$ cat src/sv/rdt_pkg.sv
// ----------------------------------------------------------------------------
// rdt_pkg
// Shared types, command codes and defaults for the retriggerable deadman timer.
// ----------------------------------------------------------------------------
package rdt_pkg;

    localparam int TIME_WIDTH_DEFAULT = 48;
    localparam int FIELD_TIME_W       = 48;
    localparam int HORIZON_W          = 32;
    localparam int INC_W              = 16;
    localparam int COUNT_W            = 32;
    localparam int OP_W               = 2;

    localparam logic [HORIZON_W-1:0] HORIZON_RESET = 32'd1000000;

    localparam logic [OP_W-1:0] OP_START = 2'd0;
    localparam logic [OP_W-1:0] OP_STOP  = 2'd1;
    localparam logic [OP_W-1:0] OP_RING  = 2'd2;
    localparam logic [OP_W-1:0] OP_READ  = 2'd3;

    typedef struct packed {
        logic [OP_W-1:0]         op;
        logic [FIELD_TIME_W-1:0] now_ticks;
        logic [INC_W-1:0]        event_increment;
    } rdt_cmd_t;

    typedef struct packed {
        logic                    result_ready;
        logic                    running;
        logic [FIELD_TIME_W-1:0] start_time;
        logic [FIELD_TIME_W-1:0] stop_time;
        logic [COUNT_W-1:0]      total_events;
    } rdt_result_t;

endpackage

$ cat src/sv/rdt_core.sv
// ----------------------------------------------------------------------------
// rdt_core
// Timer state and the combinational command update that produces one result.
// ----------------------------------------------------------------------------
module rdt_core
    import rdt_pkg::*;
#(
    parameter int TIME_WIDTH = TIME_WIDTH_DEFAULT
) (
    input  logic                 aclk,
    input  logic                 aresetn,
    input  logic                 fire,
    input  rdt_cmd_t             cmd,
    input  logic [HORIZON_W-1:0] horizon,
    output rdt_result_t          result
);

    localparam int SUM_W = ((TIME_WIDTH > HORIZON_W) ? TIME_WIDTH : HORIZON_W) + 1;
    localparam logic [TIME_WIDTH-1:0] TIME_MAX = {TIME_WIDTH{1'b1}};

    logic                  active_reg, active_next;
    logic                  done_reg, done_next;
    logic [TIME_WIDTH-1:0] started_reg, started_next;
    logic [TIME_WIDTH-1:0] deadline_reg, deadline_next;
    logic [TIME_WIDTH-1:0] stopped_reg, stopped_next;
    logic [COUNT_W-1:0]    total_reg, total_next;

    logic [TIME_WIDTH-1:0] now_t;
    logic [SUM_W-1:0]      sum;
    logic [TIME_WIDTH-1:0] new_deadline;
    logic                  past;
    logic [COUNT_W:0]      count_sum;
    logic [COUNT_W-1:0]    count_sat;
    logic                  ready;
    logic [63:0]           start_wide;
    logic [63:0]           stop_wide;

    assign now_t        = TIME_WIDTH'(64'(cmd.now_ticks));
    assign sum          = SUM_W'(now_t) + SUM_W'(horizon);
    assign new_deadline = (sum > SUM_W'(TIME_MAX)) ? TIME_MAX : sum[TIME_WIDTH-1:0];
    assign past         = (now_t >= deadline_reg);
    assign count_sum    = {1'b0, total_reg} + (COUNT_W + 1)'(cmd.event_increment);
    assign count_sat    = count_sum[COUNT_W] ? {COUNT_W{1'b1}} : count_sum[COUNT_W-1:0];
    assign start_wide   = 64'(started_reg);
    assign stop_wide    = 64'(stopped_reg);

    always_comb begin
        active_next   = active_reg;
        done_next     = done_reg;
        started_next  = started_reg;
        deadline_next = deadline_reg;
        stopped_next  = stopped_reg;
        total_next    = total_reg;
        ready         = 1'b0;
        case (cmd.op)
            OP_START: begin
                active_next   = 1'b1;
                done_next     = 1'b0;
                started_next  = now_t;
                deadline_next = new_deadline;
                stopped_next  = now_t;
                total_next    = '0;
            end
            OP_STOP: begin
                if (active_reg) begin
                    stopped_next = now_t;
                    active_next  = 1'b0;
                    done_next    = 1'b1;
                end
            end
            OP_RING: begin
                if (active_reg) begin
                    if (past) begin
                        active_next = 1'b0;
                        done_next   = 1'b1;
                    end else begin
                        stopped_next  = now_t;
                        deadline_next = new_deadline;
                        total_next    = count_sat;
                    end
                end
            end
            OP_READ: begin
                if (active_reg && !done_reg && past) begin
                    active_next = 1'b0;
                    ready       = 1'b1;
                end
                if (done_reg) begin
                    ready = 1'b1;
                end
                done_next = 1'b0;
            end
            default: begin
                active_next = active_reg;
            end
        endcase
    end

    always_comb begin
        result.result_ready = ready;
        result.running      = active_next;
        result.start_time   = ready ? start_wide[FIELD_TIME_W-1:0] : '0;
        result.stop_time    = ready ? stop_wide[FIELD_TIME_W-1:0] : '0;
        result.total_events = ready ? total_reg : '0;
    end

    always_ff @(posedge aclk) begin
        if (!aresetn) begin
            active_reg   <= 1'b0;
            done_reg     <= 1'b0;
            started_reg  <= '0;
            deadline_reg <= '0;
            stopped_reg  <= '0;
            total_reg    <= '0;
        end else if (fire) begin
            active_reg   <= active_next;
            done_reg     <= done_next;
            started_reg  <= started_next;
            deadline_reg <= deadline_next;
            stopped_reg  <= stopped_next;
            total_reg    <= total_next;
        end
    end

endmodule

$ cat src/sv/retriggerable_deadman_timer_unit.sv
// ----------------------------------------------------------------------------
// retriggerable_deadman_timer_unit
// Retriggerable deadman timer driven by timestamped start, stop, ring and
// read commands; one result beat for every command beat.
//
//   channel | dir | tdata (low bit up)                        | tuser
//   s_      | in  | now_ticks[47:0], event_increment[63:48]   | op[1:0]
//   m_      | out | running[0], start_time[48:1],             | result_ready
//           |     | stop_time[96:49], total_events[128:97]    |
//   cfg_    | in  | horizon_ticks on cfg_wdata when cfg_we    |
//
// One command per cycle while the result channel is not stalled; each command
// passes through the input register, the state update and the result register.
// Reset clears the timer state and loads the default horizon.
// A stalled result register holds the command in the input register, which
// then drops s_tready until the result beat is taken.
// ----------------------------------------------------------------------------
module retriggerable_deadman_timer_unit
    import rdt_pkg::*;
#(
    parameter int TIME_WIDTH = TIME_WIDTH_DEFAULT
) (
    input  logic         aclk,
    input  logic         aresetn,
    input  logic         cfg_we,
    input  logic [31:0]  cfg_wdata,
    input  logic         s_tvalid,
    output logic         s_tready,
    input  logic [63:0]  s_tdata,   // now_ticks, event_increment
    input  logic [1:0]   s_tuser,   // op
    output logic         m_tvalid,
    input  logic         m_tready,
    output logic [135:0] m_tdata,   // running, start_time, stop_time, total_events
    output logic         m_tuser    // result_ready
);

    logic                 in_valid_reg;
    rdt_cmd_t             cmd_reg;
    logic                 out_valid_reg;
    rdt_result_t          res_reg;
    rdt_result_t          res_next;
    logic [HORIZON_W-1:0] horizon_reg;
    logic                 advance;

    assign advance  = in_valid_reg && (!out_valid_reg || m_tready);
    assign s_tready = !in_valid_reg || advance;

    always_ff @(posedge aclk) begin
        if (!aresetn) begin
            horizon_reg <= HORIZON_RESET;
        end else if (cfg_we) begin
            horizon_reg <= cfg_wdata;
        end
    end

    always_ff @(posedge aclk) begin
        if (!aresetn) begin
            in_valid_reg <= 1'b0;
        end else if (s_tready) begin
            in_valid_reg <= s_tvalid;
        end
    end

    always_ff @(posedge aclk) begin
        if (s_tready && s_tvalid) begin
            cmd_reg.op              <= s_tuser;
            cmd_reg.now_ticks       <= s_tdata[47:0];
            cmd_reg.event_increment <= s_tdata[63:48];
        end
    end

    rdt_core #(
        .TIME_WIDTH(TIME_WIDTH)
    ) u_core (
        .aclk    (aclk),
        .aresetn (aresetn),
        .fire    (advance),
        .cmd     (cmd_reg),
        .horizon (horizon_reg),
        .result  (res_next)
    );

    always_ff @(posedge aclk) begin
        if (!aresetn) begin
            out_valid_reg <= 1'b0;
        end else if (advance) begin
            out_valid_reg <= 1'b1;
        end else if (m_tready) begin
            out_valid_reg <= 1'b0;
        end
    end

    always_ff @(posedge aclk) begin
        if (advance) begin
            res_reg <= res_next;
        end
    end

    assign m_tvalid = out_valid_reg;
    assign m_tuser  = res_reg.result_ready;
    assign m_tdata  = {7'd0, res_reg.total_events, res_reg.stop_time,
                       res_reg.start_time, res_reg.running};

endmodule
$ cat config.mk
export PLATFORM = sky130hd
export DESIGN_NAME = retriggerable_deadman_timer_unit
export DESIGN_NICKNAME = d
export VERILOG_FILES = /design/src/sv/rdt_pkg.sv /design/src/sv/rdt_core.sv /design/src/sv/retriggerable_deadman_timer_unit.sv
export SDC_FILE = /design/constraint.sdc
export NUM_CORES = 1
export LEC_CHECK = 0
export BUFFER_PORTS_ARGS = -buffer_cell sky130_fd_sc_hd__buf_2
export CORE_ASPECT_RATIO = 0.9
export CORE_MARGIN = 5
export CORE_UTILIZATION = 58
export CTS_CLUSTER_SIZE = 28
export DETAILED_ROUTE_END_ITERATION = 6
export GPL_ROUTABILITY_DRIVEN = 0
export PLACE_DENSITY = 0.8
export SETUP_SLACK_MARGIN = 0.05
export SLEW_MARGIN = 20
export SYNTH_ARGS = -nofsm -noshare
export SYNTH_HDL_FRONTEND = slang
export SYNTH_SLANG_ARGS = --single-unit
$ cat constraint.sdc
create_clock -name aclk -period 7.5 [get_ports aclk]
set_clock_uncertainty 0.2 [all_clocks]
set_input_delay 0.375 -clock aclk [delete_from_list [all_inputs] [get_ports aclk]]
set_output_delay 0.375 -clock aclk [all_outputs]
set_load 0.01 [all_outputs]
==> results.py <==
metrics = {
    "clock_network": {
        "cts_sinks": 408,
        "clockRootBuffer": "clkbuf_16",
        "cts_buffer_depth": 3,
        "ctsHtreeMaxLevel": 2,
        "clkSlewWorstSetupHoldPaths_ps": 60,
        "cts_tree": "yes",
        "insertion_delay_ps": 520,
        "cts_buffers": 41,
        "cts_resized": 0,
    },
    "critical_path": {
        "end_kind": "flip-flop",
        "crit_fanout": 34,
        "crit_type": "reg2reg",
        "cp_data_required_time_ps": 7660,
        "worst_ep_arrival_time_ps": 4380,
        "start_kind": "flip-flop",
    },
    "power": {
        "max-vdd-ir-drop_mv": 0.2046,
        "power_leakage_nw": 9.048,
        "powerDensity_mw_per_mm2": 227.3,
    },
    "global_routing": {
        "antenna_found_initial": 3,
        "grt_pass1_wl_um": 71690,
        "grt_use_total_pct": 25.03,
        "overflow": 0,
        "grt_pass1_vias": 13589,
        "grt_max_degree": 130,
    },
    "sta": {
        "setup_slack_ps": 3272,
        "grt_setup_unrepaired": "no",
        "finalSetupViolations": 0,
        "finalHoldViolCount": 0,
        "tns_ps": 0,
        "drv_slew": 0,
        "period_share_pct": 56.38,
        "fmax_mhz": 236.5,
        "period_minus_slack_ps": 4228,
        "relSlewSlack_pct": 24.36,
        "holdWs_ps": 162.3,
        "worst_slew_pin_slew_ps": 1135,
    },
    "logic_synthesis": {
        "yosysTopAreaCellShare_pct": 32.09,
        "async_reset_ff_share_pct": 0,
        "synth_warnings": 0,
        "synth_top_cells_by_area": "edfxtp_1, dfxtp_1, ha_1, and2_1, mux2i_1",
        "syn_avg_cell_area_um2": 10.78,
        "synthMostInstantiatedCell": "dfxtp_1",
        "ys_dominant_reg_cell": "dfxtp_1",
        "synth-edff-count": 196,
        "ys_ff_latch": 408,
        "synth_area_leader_cell": "edfxtp_1",
        "synthCells": 1702,
        "ys_types": 71,
        "ys_seq_area_share_pct": 55.23,
        "synth_commonest_cells": "dfxtp_1, edfxtp_1, nand2_1, and2_1, a21oi_1",
        "synthesis.area_mm2": 0.01834,
    },
    "cells_and_area": {
        "largest_reg_flops": 129,
        "drive_above_1_share_pct": 16.27,
        "utilization_pct": 71.20,
        "design_area_mm2": 0.02212,
        "fillCellCount": 2246,
        "area_growth_pct": 20.58,
        "finish.net_count": 2209,
    },
    "run_status": {
        "status": "complete, no violations",
    },
    "route": {
        "drtAntennaViolNets": 0,
        "wl_per_cell_um": 18.49,
        "drc": 0,
        "viasPerCell": 5.661,
        "drt_pre_antenna_iters": 6,
        "vias": 13835,
        "drt_iter0_markers": 864,
        "wl_um": 45190,
    },
    "die": {
        "num_rows": 61,
        "die_w_um": 197.4,
        "core_mm2": 0.03106,
        "ios": 242,
        "start_util_pct": 59.04,
        "die_h_um": 178.7,
        "dieArea_mm2": 0.03528,
    },
    "place": {
        "numPortBuffers": 234,
        "dp_slack_ps": 3233,
        "place_area_mm2": 0.01971,
        "dp_hpwl_um": 29120,
    },
    "min_path": {
        "hold_class": "in2reg",
    },
    "flow_run": {
        "drv_cap": 0,
    },
}
[timing repair]
item                      in CTS  in global routing
hold buffers                 100                  0
hold endpoints to repair     100                  0
buffers inserted               0                  0
[cells in the final DEF, fill, tap and decap left out, drive strengths merged, types with 16 or more instances in the layout]
cell type    count
ha             100
clkbuf          56
xnor2           32
o21ai           56
edfxtp         196
xor2            21
dlygate4sd3    100
a221oi          46
dfxtp          212
inv             75
o211ai          17
nand2          178
nor2           122
a21o            27
and2           133
a21oi          128
mux2i           82
nand3           25
nor3            16
buf            243
[worst max-delay path, cell delays in order, from the launching register on]
cell and delay, ps:
edfxtp_1 450, ha_1 340, nand4_1 140, or4_1 640, o2111ai_1 280, o311ai_1 160, and3_4 250, o211ai_4 590
buf_4 610, mux2i_1 280, nor2_1 60
[layer usage]
metal / wire length [um] / GRT usage [%]
met4: 912 / 5.661
met1: 19850 / 35.03
met5: 19 / 0
met3: 3419 / 4.378
met2: 20990 / 41.24
[cell type report]
type	count	area, um^2	area share, %
sequential	408	10130	45.80
multi-input combinational	1135	7561	34.19
timing repair buffer	343	2265	10.24
clock buffer	56	1142	5.165
tap	409	511.7	2.314
inverter	75	291.5	1.318
clock inverter	17	212.7	0.9618
antenna	1	2.502	0.01131
[stage by stage]
step                total power [W]  instances
floorplan                  0.002811       1708
global placement           0.002940       2268
detailed placement         0.002955       2268
CTS                        0.005042       2441
global route               0.005202       2444
finish                     0.005028       2444
[final timing paths]
check	endpoint	start	slack (ps)	cells past startpoint
min	horizon_reg[6]	aresetn	160	2
max	u_core.stopped_reg[30]	cmd_reg[46]	3270	10
max reg2reg	u_core.stopped_reg[30]	cmd_reg[46]	3270	10
min reg2reg	u_core.deadline_reg[32]	u_core.deadline_reg[32]	250	2
[kinds of logic (layout without fill, tap and decap cells)]
family          count (synthesis)  count (layout)  share of synthesized area [%]
simple gates                  535             535                          14.07
flops                         408             408                          55.23
compound gates                355             355                          12.69
buf+inv                       165             491                          3.881
fa+ha+maj                     102             102                          7.040
mux                            83              83                          4.536
xor+xnor                       53              53                          2.531
other cells                     1               8                        0.02045
[report_power, final]
part           switching [W]  leakage [nW]  internal, W  total [W]
sequential         0.0000552          3.61      0.00242    0.00247
clock               0.000831         0.666      0.00124    0.00207
combinational       0.000279          4.77     0.000208   0.000487
(Power assumes the default switching activity.)
